File: config.mk
export PLATFORM = sky130hd
export DESIGN_NAME = calendar_date_arithmetic_core_flat
export DESIGN_NICKNAME = d
export VERILOG_FILES = /design/src/cda_pkg.sv /design/src/cda_if.sv /design/src/cda_datapath.sv /design/src/cda_ctrl.sv /design/src/calendar_date_arithmetic_core.sv /design/src/flat_wrapper.sv
export VERILOG_INCLUDE_DIRS = /design/src /design/src/src
export SDC_FILE = /design/constraint.sdc
export NUM_CORES = 2
export LEC_CHECK = 0
export CELL_PAD_IN_SITES_DETAIL_PLACEMENT = 1
export CELL_PAD_IN_SITES_GLOBAL_PLACEMENT = 1
export CORE_MARGIN = 2
export CORE_UTILIZATION = 48
export CTS_CLUSTER_SIZE = 40
export DETAILED_ROUTE_END_ITERATION = 8
export DONT_BUFFER_PORTS = 1
export PLACE_DENSITY = 0.79
export SETUP_SLACK_MARGIN = 0.02
export SLEW_MARGIN = 25
export SYNTH_ARGS = -nofsm -noshare
export SYNTH_HDL_FRONTEND = slang
export SYNTH_SLANG_ARGS = --single-unit
File: constraint.sdc
create_clock -name clk -period 13.7 [get_ports clk]
set_input_delay 1.37 -clock clk [delete_from_list [all_inputs] [get_ports clk]]
set_output_delay 1.37 -clock clk [all_outputs]
set_load 0.01 [all_outputs]
File: src/calendar_date_arithmetic_core_assert.svh
// Assertion macros for the calendar date arithmetic core.
`ifndef CALENDAR_DATE_ARITHMETIC_CORE_ASSERT_SVH
`define CALENDAR_DATE_ARITHMETIC_CORE_ASSERT_SVH
`ifndef SYNTH
`define CDA_ASSERT_IMP(lbl, clk, rst_n, a, c) \
    lbl: assert property (@(posedge clk) disable iff (!rst_n) (a) |-> (c)) \
        else $error("assertion failed");
`define CDA_ASSERT_NEXT(lbl, clk, rst_n, a, c) \
    lbl: assert property (@(posedge clk) disable iff (!rst_n) (a) |=> (c)) \
        else $error("assertion failed");
`else
`define CDA_ASSERT_IMP(lbl, clk, rst_n, a, c)
`define CDA_ASSERT_NEXT(lbl, clk, rst_n, a, c)
`endif
`endif

File: src/cda_pkg.sv
// Package with types, constants and calendar functions for the date core.
package cda_pkg;

    localparam int YearMax = 9999;
    localparam logic [21:0] DiffMax = 22'h3FFFFF;

    typedef enum logic [1:0] {
        REQ_ADD  = 2'd0,
        REQ_SUB  = 2'd1,
        REQ_DIFF = 2'd2,
        REQ_CMP  = 2'd3
    } req_type_t;

    typedef struct packed {
        logic [1:0]  req_type;
        logic [4:0]  day_a;
        logic [3:0]  month_a;
        logic [13:0] year_a;
        logic [4:0]  day_b;
        logic [3:0]  month_b;
        logic [13:0] year_b;
        logic [19:0] day_count;
    } cda_req_t;

    typedef struct packed {
        logic [4:0]  res_day;
        logic [3:0]  res_month;
        logic [13:0] res_year;
        logic [21:0] day_diff;
        logic        is_less;
        logic        is_equal;
        logic        range_error;
    } cda_res_t;

    // Controller to datapath commands.
    typedef struct packed {
        logic load;      // capture request, serial of A (plus or minus the day count) into accumulator
        logic add_b;     // subtract serial of B for difference and compare
        logic year_step; // advance one year of the serial walk
        logic month_step;
        logic finish;    // form the result register
    } cda_cmd_t;

    // Datapath to controller status.
    typedef struct packed {
        logic is_walk;   // request needs the serial-to-date walk
        logic neg;       // serial below zero
        logic year_done; // remaining serial fits in the current year
        logic year_over; // year went past the maximum
        logic month_done;
    } cda_sts_t;

    // Quotient by 100 through a reciprocal multiply; exact for any 15-bit value.
    function automatic logic [8:0] div100(input logic [14:0] x);
        logic [27:0] p;
        p = {13'd0, x} * 28'd5243;
        return p[27:19];
    endfunction

    function automatic logic is_leap(input logic [13:0] y);
        logic [8:0] q;
        logic       m4, m100, m400;
        q    = div100({1'b0, y});
        m4   = (y[1:0] == 2'd0);
        m100 = (({6'd0, q} * 15'd100) == {1'b0, y});
        m400 = m100 && (q[1:0] == 2'd0);
        return m4 && (!m100 || m400);
    endfunction

    // Days in years 0 .. y-1.
    function automatic logic [22:0] days_before_year(input logic [13:0] y);
        logic [22:0] yy;
        logic [14:0] y99, y399;
        yy   = {9'd0, y};
        y99  = {1'b0, y} + 15'd99;
        y399 = {1'b0, y} + 15'd399;
        return 23'd365 * yy + ((yy + 23'd3) >> 2) - {14'd0, div100(y99)}
            + {14'd0, div100(y399 >> 2)};
    endfunction

    // Days in months 0 .. m-1 of a year.
    function automatic logic [8:0] days_before_month(input logic [3:0] m,
                                                     input logic leap);
        logic [8:0] d;
        case (m)
            4'd0:    d = 9'd0;
            4'd1:    d = 9'd31;
            4'd2:    d = 9'd59;
            4'd3:    d = 9'd90;
            4'd4:    d = 9'd120;
            4'd5:    d = 9'd151;
            4'd6:    d = 9'd181;
            4'd7:    d = 9'd212;
            4'd8:    d = 9'd243;
            4'd9:    d = 9'd273;
            4'd10:   d = 9'd304;
            default: d = 9'd334;
        endcase
        if (leap && m >= 4'd2)
            d = d + 9'd1;
        return d;
    endfunction

    function automatic logic [4:0] month_days(input logic [3:0] m, input logic leap);
        logic [4:0] d;
        case (m)
            4'd1:                     d = leap ? 5'd29 : 5'd28;
            4'd3, 4'd5, 4'd8, 4'd10:  d = 5'd30;
            default:                  d = 5'd31;
        endcase
        return d;
    endfunction

    // Two's complement serial; day zero of January in year 0 gives -1.
    function automatic logic [25:0] date_serial(input logic [4:0] d,
                                                input logic [3:0] m,
                                                input logic [13:0] y);
        logic [3:0] mm;
        mm = (m > 4'd11) ? 4'd11 : m;
        return {3'b000, days_before_year(y)}
            + {17'd0, days_before_month(mm, is_leap(y))} + {21'd0, d} - 26'd1;
    endfunction

endpackage

File: src/cda_if.sv
// Valid/ready channel interface carrying one payload.
interface cda_if #(parameter type payload_t = logic) (input logic clk);
    logic     valid;
    logic     ready;
    payload_t data;
    modport source (output valid, output data, input ready);
    modport sink (input valid, input data, output ready);
endinterface

File: src/cda_datapath.sv
// Datapath: date serials, year and month walk, result register.
module cda_datapath
    import cda_pkg::*;
(
    input  logic     clk,
    input  cda_req_t req,
    input  cda_cmd_t cmd,
    output cda_sts_t sts,
    output cda_res_t res
);

    cda_req_t           req_reg;
    logic signed [25:0] acc_reg;   // serial / remaining days
    logic [13:0]        year_reg;
    logic [3:0]         month_reg;
    cda_res_t           res_reg;
    cda_res_t           res_next;
    logic [8:0]         ylen;
    logic [4:0]         mlen;
    logic               leap;
    logic               lt;
    logic signed [25:0] sa;
    logic signed [25:0] mag;

    assign leap = is_leap(year_reg);
    assign ylen = leap ? 9'd366 : 9'd365;
    assign mlen = month_days(month_reg, leap);
    assign sa   = $signed(date_serial(req.day_a, req.month_a, req.year_a));
    assign mag  = acc_reg[25] ? -acc_reg : acc_reg;

    assign sts.is_walk    = (req_reg.req_type == REQ_ADD) || (req_reg.req_type == REQ_SUB);
    assign sts.neg        = acc_reg[25];
    assign sts.year_done  = acc_reg < $signed({17'd0, ylen});
    assign sts.year_over  = year_reg > 14'(YearMax);
    assign sts.month_done = (month_reg == 4'd11) || (acc_reg < $signed({21'd0, mlen}));

    always_comb
    begin
        if (req_reg.year_a != req_reg.year_b)
            lt = req_reg.year_a < req_reg.year_b;
        else if (req_reg.month_a != req_reg.month_b)
            lt = req_reg.month_a < req_reg.month_b;
        else
            lt = req_reg.day_a < req_reg.day_b;
    end

    // Result of the request in flight; the difference saturates at its field width.
    always_comb
    begin
        res_next = '0;
        case (req_reg.req_type)
            REQ_ADD, REQ_SUB:
            begin
                if (sts.neg || sts.year_over)
                    res_next.range_error = 1'b1;
                else
                begin
                    res_next.res_day   = acc_reg[4:0] + 5'd1;
                    res_next.res_month = month_reg;
                    res_next.res_year  = year_reg;
                end
            end
            REQ_DIFF:
            begin
                if (mag > $signed({4'd0, DiffMax}))
                    res_next.day_diff = DiffMax;
                else
                    res_next.day_diff = mag[21:0];
            end
            default:
            begin
                res_next.is_less  = lt;
                res_next.is_equal = (req_reg.year_a == req_reg.year_b)
                    && (req_reg.month_a == req_reg.month_b)
                    && (req_reg.day_a == req_reg.day_b);
            end
        endcase
    end

    always_ff @(posedge clk)
    begin
        if (cmd.load)
        begin
            req_reg   <= req;
            year_reg  <= '0;
            month_reg <= '0;
            case (req.req_type)
                REQ_ADD: acc_reg <= sa + $signed({6'd0, req.day_count});
                REQ_SUB: acc_reg <= sa - $signed({6'd0, req.day_count});
                default: acc_reg <= sa;
            endcase
        end
        else if (cmd.add_b)
        begin
            acc_reg <= acc_reg - $signed(
                date_serial(req_reg.day_b, req_reg.month_b, req_reg.year_b));
        end
        else if (cmd.year_step)
        begin
            acc_reg  <= acc_reg - $signed({17'd0, ylen});
            year_reg <= year_reg + 14'd1;
        end
        else if (cmd.month_step)
        begin
            acc_reg   <= acc_reg - $signed({21'd0, mlen});
            month_reg <= month_reg + 4'd1;
        end
        if (cmd.finish)
            res_reg <= res_next;
    end

    assign res = res_reg;

endmodule

File: src/cda_ctrl.sv
// Controller state machine sequencing one request at a time.
`include "calendar_date_arithmetic_core_assert.svh"
module cda_ctrl
    import cda_pkg::*;
(
    input  logic     clk,
    input  logic     rst_n,
    input  logic     in_valid,
    output logic     in_ready,
    output logic     out_valid,
    input  logic     out_ready,
    input  cda_sts_t sts,
    output cda_cmd_t cmd
);

    typedef enum logic [5:0] {
        ST_IDLE  = 6'b000001,
        ST_SETUP = 6'b000010,
        ST_YEAR  = 6'b000100,
        ST_MONTH = 6'b001000,
        ST_FIN   = 6'b010000,
        ST_OUT   = 6'b100000
    } state_t;

    state_t state_reg, state_next;

    assign in_ready  = (state_reg == ST_IDLE);
    assign out_valid = (state_reg == ST_OUT);

    always_comb
    begin
        state_next = state_reg;
        cmd        = '0;
        case (state_reg)
            ST_IDLE:
            begin
                if (in_valid)
                begin
                    cmd.load   = 1'b1;
                    state_next = ST_SETUP;
                end
            end
            ST_SETUP:
            begin
                if (sts.is_walk)
                    state_next = sts.neg ? ST_FIN : ST_YEAR;
                else
                begin
                    cmd.add_b  = 1'b1;
                    state_next = ST_FIN;
                end
            end
            ST_YEAR:
            begin
                if (sts.year_over)
                    state_next = ST_FIN;
                else if (sts.year_done)
                    state_next = ST_MONTH;
                else
                    cmd.year_step = 1'b1;
            end
            ST_MONTH:
            begin
                if (sts.month_done)
                    state_next = ST_FIN;
                else
                    cmd.month_step = 1'b1;
            end
            ST_FIN:
            begin
                cmd.finish = 1'b1;
                state_next = ST_OUT;
            end
            ST_OUT:
            begin
                if (out_ready)
                    state_next = ST_IDLE;
            end
            default: state_next = ST_IDLE;
        endcase
    end

    always_ff @(posedge clk or negedge rst_n)
    begin
        if (!rst_n)
            state_reg <= ST_IDLE;
        else
            state_reg <= state_next;
    end

    `CDA_ASSERT_IMP(a_onehot, clk, rst_n, 1'b1, $onehot(state_reg))
    `CDA_ASSERT_IMP(a_excl, clk, rst_n, 1'b1, !(in_ready && out_valid))
    `CDA_ASSERT_NEXT(a_fin, clk, rst_n, cmd.finish, out_valid)
    `CDA_ASSERT_NEXT(a_hold, clk, rst_n, out_valid && !out_ready, out_valid)

endmodule

File: src/calendar_date_arithmetic_core.sv
// Top level of the calendar date arithmetic core.
// The block takes one request on the req channel: a type (add, subtract,
// difference, compare), two dates A and B, and a day count. It returns
// one result on the res channel with the date, the day difference, the
// compare flags and a range error flag.
// Dates are turned into day serials counted from 1 January of year 0.
// Add and subtract then walk the serial back into a date, one year per
// cycle and then one month per cycle; difference and compare requests
// skip the walk and go from setup straight to the finish state.
// The block works on one request at a time; req ready is high only while
// it is idle, and the year walk is the loop that sets the latency.
// The result is held in a register and stays on res while the receiver
// stalls; the next request is taken once the result has been taken.
// Reset clears the controller to idle; no request is pending afterward.
module calendar_date_arithmetic_core
    import cda_pkg::*;
(
    input  logic clk,
    input  logic rst_n,
    cda_if.sink  req,
    cda_if.source res
);

    cda_cmd_t cmd;
    cda_sts_t sts;
    cda_res_t res_data;

    cda_ctrl u_ctrl (
        .clk       (clk),
        .rst_n     (rst_n),
        .in_valid  (req.valid),
        .in_ready  (req.ready),
        .out_valid (res.valid),
        .out_ready (res.ready),
        .sts       (sts),
        .cmd       (cmd)
    );

    cda_datapath u_dp (
        .clk (clk),
        .req (req.data),
        .cmd (cmd),
        .sts (sts),
        .res (res_data)
    );

    assign res.data = res_data;

endmodule

File: src/flat_wrapper.sv
// flat-port wrapper written by rule: the top's interface ports become plain ports
module calendar_date_arithmetic_core_flat import cda_pkg::*;
  (clk, rst_n, req_valid, req_data, req_ready, res_valid, res_data, res_ready);
  cda_if #(.payload_t(cda_req_t)) req_i (.clk(clk));
  cda_if #(.payload_t(cda_res_t)) res_i (.clk(clk));
  input  logic clk;
  input  logic rst_n;
  input wire logic [$bits(req_i.valid)-1:0] req_valid;
  input wire logic [$bits(req_i.data)-1:0] req_data;
  output wire logic [$bits(req_i.ready)-1:0] req_ready;
  output wire logic [$bits(res_i.valid)-1:0] res_valid;
  output wire logic [$bits(res_i.data)-1:0] res_data;
  input wire logic [$bits(res_i.ready)-1:0] res_ready;
  assign req_i.valid = req_valid;
  assign req_i.data = req_data;
  assign req_ready = req_i.ready;
  assign res_valid = res_i.valid;
  assign res_data = res_i.data;
  assign res_i.ready = res_ready;
  calendar_date_arithmetic_core u_core (.clk(clk), .rst_n(rst_n), .req(req_i), .res(res_i));
endmodule
* After elaboration in Yosys (flattened, before gate mapping)
Memory sizes are Yosys's and may differ from the RTL's. Cells that the tools add are included.
Cells by class: multiply operators 12, magnitude comparators 11, muxes and demuxes 39, equal/unequal tests 27, bitwise gates (word level) 3, shift-type cells 0, $add $sub $neg 29, div/mod/pow operators 0, reductions and logical operators 35
Operator list (number):
- two-way mux 26 bit | 5
- multiplier 14 x 13 -> 27 bit, second input constant | 3
- multiplier 15 x 13 -> 28 bit, second input constant | 2
- two-way mux 9 bit | 6
- multiplier 13 x 13 -> 26 bit, second input constant | 2
- case mux 26 bit (2 select lines) | 1
- subtractor 25 x 1 -> 26 bit, second input constant | 2
- adder 24 x 5 -> 25 bit | 2
- adder 23 x 9 -> 24 bit | 2
- adder 23 x 13 -> 23 bit | 2
- adder 23 x 7 -> 23 bit | 2
- multiplier 9 x 14 -> 23 bit, first input constant | 2
- subtractor 23 x 9 -> 23 bit | 2
- equality test 15 x 14 -> 1 bit | 3
- multiplier 8 x 5 -> 13 bit, second input constant | 3
- case mux 6 bit (6 select lines) | 1
- adder 14 x 2 -> 15 bit, second input constant | 2
- adder 14 x 7 -> 15 bit, second input constant | 2
- adder 14 x 9 -> 15 bit, second input constant | 2
- two-way mux 6 bit | 5
- adder 26 x 21 -> 26 bit | 1
- greater-than comparator 26 x 23 -> 1 bit, second input constant | 1
- < comparator 26 x 10 -> 1 bit | 1
- < comparator 26 x 6 -> 1 bit | 1
- 53 further kinds | 101
Word-level totals: ROM bits 288, output and inout port bits 50, bits in writable memories 0, register bits 146, input port bits 72, memories 2, logic and storage cells 176, bits in latches 0
Memory list:
- (no name shown) | words 16, bits a word 9, read ports 1, clocked after memory_dff 0, wr ports 0, line cda_pkg.sv:85 | case (m)
- (no name shown) | words 16, bits a word 9, read ports 1, clocked after memory_dff 0, wr ports 0, line cda_pkg.sv:85

* Depth between registers and ports, before layout
depth in word-level cells 16, gate-level depth with buffers 65, depth with buffers taken out 65

* Modules after synthesis
Synthesis repeated with hierarchy kept, for this count alone.
Second synthesis, totals: cells, all modules 5094, area total of the unflattened synthesis 47660.7 um^2
By module, submodules not included:
- cda_datapath | area each 47219.0 um^2, times used 1, cells an instance 5049, sequential area each 4023.9 um^2
- cda_ctrl | area each 441.7 um^2, times used 1, cells an instance 45, sequential area each 151.4 um^2

* Worst setup path after synthesis
No wires, ideal clock.
path type in2reg, start point input req_data[48], end point register u_core.u_dp.acc_reg[23], data pin, data arrival time 14614 ps, stages on the path 59, setup slack -1188 ps, buffers on the path 1, required time 13426 ps, setup time 274 ps, cell sequence clkbuf_1 > inv_1 > ha_1 > o21ai_1 > nand2_1 > xnor2_1 > inv_1 > fa_1 > ha_1 > inv_1 > fa_1 > inv_1 > fa_1 > inv_1 > fa_1 > inv_1 > ha_1 > o21a_1 > (+23 left out) > ha_1 > a211o_1 > or2_1 > o211ai_1 > a21oi_1 > o31ai_1 > a21boi_0 > o21ai_0 > nor2b_1 > xnor2_1 > ha_1 > nand4_1 > a211oi_1 > o211ai_1 > a211o_1 > o2111ai_1 > a21o_1 > a31oi_1
On the way: word-level cells in the longest chain between the ends 14
RTL lines:
- start, declared | line flat_wrapper.sv:9 | input wire logic [$bits(req_i.data)-1:0] req_data;
- branches (longest 8 deep; another with multiplier 9 x 14 -> 23 bit)
- adder 23 x 9 -> 24 bit * | line cda_pkg.sv:121 | + {17'd0, days_before_month(mm, is_leap(y))} + {21'd0, d} - 26'd1;
- adder 24 x 5 -> 25 bit * | line cda_pkg.sv:121
- subtractor 25 x 1 -> 26 bit * | line cda_pkg.sv:121
- subtractor 26 x 21 -> 26 bit or adder 26 x 21 -> 26 bit (tied branches) | line cda_datapath.sv:89, cda_datapath.sv:88
- case mux 26 bit (2 select lines) * | line cda_datapath.sv:87 | case (req.req_type)
- two-way mux 26 bit * | line cda_datapath.sv:82 | if (cmd.load)
- end signal, assigned | line cda_datapath.sv:88 | REQ_ADD: acc_reg <= sa + $signed({6'd0, req.day_count});
- end signal, assigned | line cda_datapath.sv:89 | REQ_SUB: acc_reg <= sa - $signed({6'd0, req.day_count});
- end signal, assigned | line cda_datapath.sv:95 | acc_reg <= acc_reg - $signed(
- end, declared | line cda_datapath.sv:13 | logic signed [25:0] acc_reg;
Mark *: on every way between the ends. A chain may end at the register's enable or synchronous reset.

* Worst setup path in the final report
start point input req_data[44], end point register u_core.u_dp.acc_reg[23], data pin
The elaborated chain is that of the path after synthesis.

==> metrics.md <==
| Metric | Value |
|---|---|
| Crit start category | primary input |
| Share of layout cells above drive strength 1 | 0.1653 |
| Grt ovf | 0 |
| Syn Nets | 6896 |
| Yosys cell types | 87 |
| Iter 0 DRT Violations | roughly 2600 |
| Worst slack at placement | -1604 ps |
| Gate Count Post-Synth | between 5000 and 6000 |
| Wire per inst | 24.15 um |
| Max stage delay on crit path | 580 ps |
| Clock root buffer | clkbuf_16 |
| Final ANT Viol Nets | 0 |
| Final WL | around 170 mm |
| Relative slew slack | 0.3013 |
| Area leader, netlist | ha_1 |
| CP Max Fanout | 9 |
| Detailed placement HPWL | between 100 and 150 mm |
| Placed cells | approximately 6900 |
| Placeable Area | a little under 100000 um^2 |
| Tcrit/Tclk final | 1.084 |
| Non-filler cells, final | 6958 |
| CTS tree | built |
| RePlAce Congestion | 0.9679 |
| Reg area | ~4200 um^2 |
| Period minus WS final | 14850 ps |
| Ys async rst share | 0.04110 |
| CP endpoint kind | flip-flop |
| Slowest CP cell | fa_1 |
| Die area | between 100000 and 150000 um^2 |
| Worst slew pin tran | 1034 ps |
| Die Span Y | roughly 320 um |
| Hold WS | around 590 ps |
| Area grow syn2layout | 17.53% |
| Clk slew on worst S/H paths | 70 ps |
| Fin. max-slew vios | 0 |
| Vias post-DR | ~40000 |
| Post-synth top flop | edfxtp_1 |
| Die width | between 300 and 400 um |
| DRC errors left | 0 |
| Hold crit path type | primary input to asynchronous set/reset pin |
| Vias/cell | 5.712 |
| Mapped Area | between 40000 and 50000 um^2 |
| Outcome | complete, but fails checks |
| Seq/Total Area, Yosys | 0.08772 |
| Required time of the critical path | 14020 ps |
| Share of Yosys cell area claimed by the top area cell type | 0.2965 |
| Net count, final | around 7500 |
| Top cells by area, synth | ha_1, fa_1, inv_1 |
| Initial antenna violation count | 6 |
| Clock sink total | between 100 and 150 |
| Avg Cell Area, Syn | about 9.4 um^2 |
| First-pass GRT wire length | about 250 mm |
| Final hold violations | 0 |
| Most common cell in the netlist | inv_1 |
| First-pass detailed-route iteration total | 7 |
| CTS Buf Count | 17 |
| Synth Register Bits | roughly 150 |
| Vias in the first global route | 45560 |
| Area taken by multi-input logic gates | ~40000 um^2 |
| Fin worst setup slack | -1152 ps |
| Post-synth top cells | inv_1, ha_1, fa_1 |
| CP dominant cell by count | inv_1 |
| RSZ-0062 raised after global routing | yes |
| Filler instances | 11080 |
| Critical path type | primary input to flip-flop |
| Worst-Skew Late Latency | ~490 ps |
| Worst path arrival time | ~15000 ps |
| CTS H-tree lvls | 4 |
| IO Pins | about 120 |
| Post-synth EDFFs | around 120 |
| Synth Warn # | 0 |
| Rows | ~120 |
| Starting density of the core | 0.4843 |
| Max-cap viol count | 0 |
| Largest net degree at the start of global routing | slightly above 50 |
| Worst Skew | roughly 19 ps |
| GRT Resource Usage Total | 0.3149 |
| Achievable Freq | 67.33 MHz |
| Longest Clk Path Bufs | 2 |
| I/O Buffers | 0 |
| Failing checks | negative setup slack |
| Endpoints failing setup | 15 |
## cell type report
class	count	share of cell area
Antenna cell	9	0.0004026
Clock buffer	18	0.007672
Clock inverter	14	0.003109
Inverter	1287	0.08665
Multi-Input combinational cell	3579	0.7144
Sequential cell	146	0.07464
Tap cell	1287	0.02879
Timing Repair Buffer	618	0.08430
## routing by layer
layer / up-vias / GRT usage / wire, um
li1: 17660 / - / -
met1: 20070 / 0.3629 / 63040
met2: 1431 / 0.5726 / 85970
met3: 584 / 0.04591 / 9368
met4: 2 / 0.1463 / 9651
met5: - / 0 / 13
## timing repair
action | CTS | global route
hold buffers | 0 | 0
setup endpoints to repair | 16 | 19
setup buffers | 46 | 21
pin swaps | 116 | 130
resized for setup | 128 | 142
hold endpoints to repair | 0 | 0
## final timing paths
check	start	to	depth (start not counted)	slack, ps
max	req_data[44]	u_core.u_dp.acc_reg[23]$_DFFE_PP_	66	-1150
min	rst_n	u_core.u_ctrl.state_reg[1]$_DFFE_PN0P_	0	590
max reg2reg	u_core.u_dp.req_reg[23]$_DFFE_PP_	u_core.u_dp.acc_reg[23]$_DFFE_PP_	57	-440
min reg2reg	u_core.u_dp.month_reg[3]$_SDFFE_PP0P_	u_core.u_dp.month_reg[3]$_SDFFE_PP0P_	2	620
max in group asynchronous	rst_n	u_core.u_ctrl.state_reg[0]$_DFFE_PN1P_	0	12950
min in group clk	u_core.u_dp.month_reg[3]$_SDFFE_PP0P_	u_core.u_dp.month_reg[3]$_SDFFE_PP0P_	2	620
## logic make-up (layout without fill, tap and decap cells)
| kind of cell | count (synthesis) | count (layout) | synth area share |
|---|---|---|---|
| fa+ha+maj | 1755 | 1755 | 0.5602 |
| buf+inv | 1344 | 1937 | 0.1063 |
| simple gates | 736 | 736 | 0.07781 |
| compound gates | 683 | 683 | 0.09198 |
| xor+xnor | 387 | 387 | 0.07208 |
| flops | 146 | 146 | 0.08772 |
| mux | 18 | 18 | 0.003864 |
| other cells | 0 | 9 | 0 |
## stage by stage
step                      area [um^2]  setup TNS (ps)  utilization
after detailed placement        53510          -20730       0.5445
final                           55940          -10960       0.5692
after global routing            55940          -17320       0.5692
after global placement          53510           -7751       0.5445
after floorplan                 47960          -130.2            -
after CTS                       55040           -2128       0.5600
## cell usage in the layout, fill, tap and decap left out, drive strengths merged, types with 38 or more instances in the layout
cell type     n
nor4         44
o21ai       130
nand2       183
edfxtp      122
a21oi       214
inv        1285
xnor2       281
nor3         52
nand3        62
nor2        164
a31oi        38
a21o         71
fa          627
ha         1128
xor2        103
buf         618
## worst max-delay path: cells and delay by family
kind                       cells  cell delay, ps
xor gates and xnor gates       4             840
buffers and inverters         16            1730
and+or+nand+nor                9            1290
adders and majority gates     14            5310
AOI/OAI and AO/OA             23            4600
Power is not shown: default switching activity piles up to over one toggle a cycle in this logic, so the estimate is an artifact.
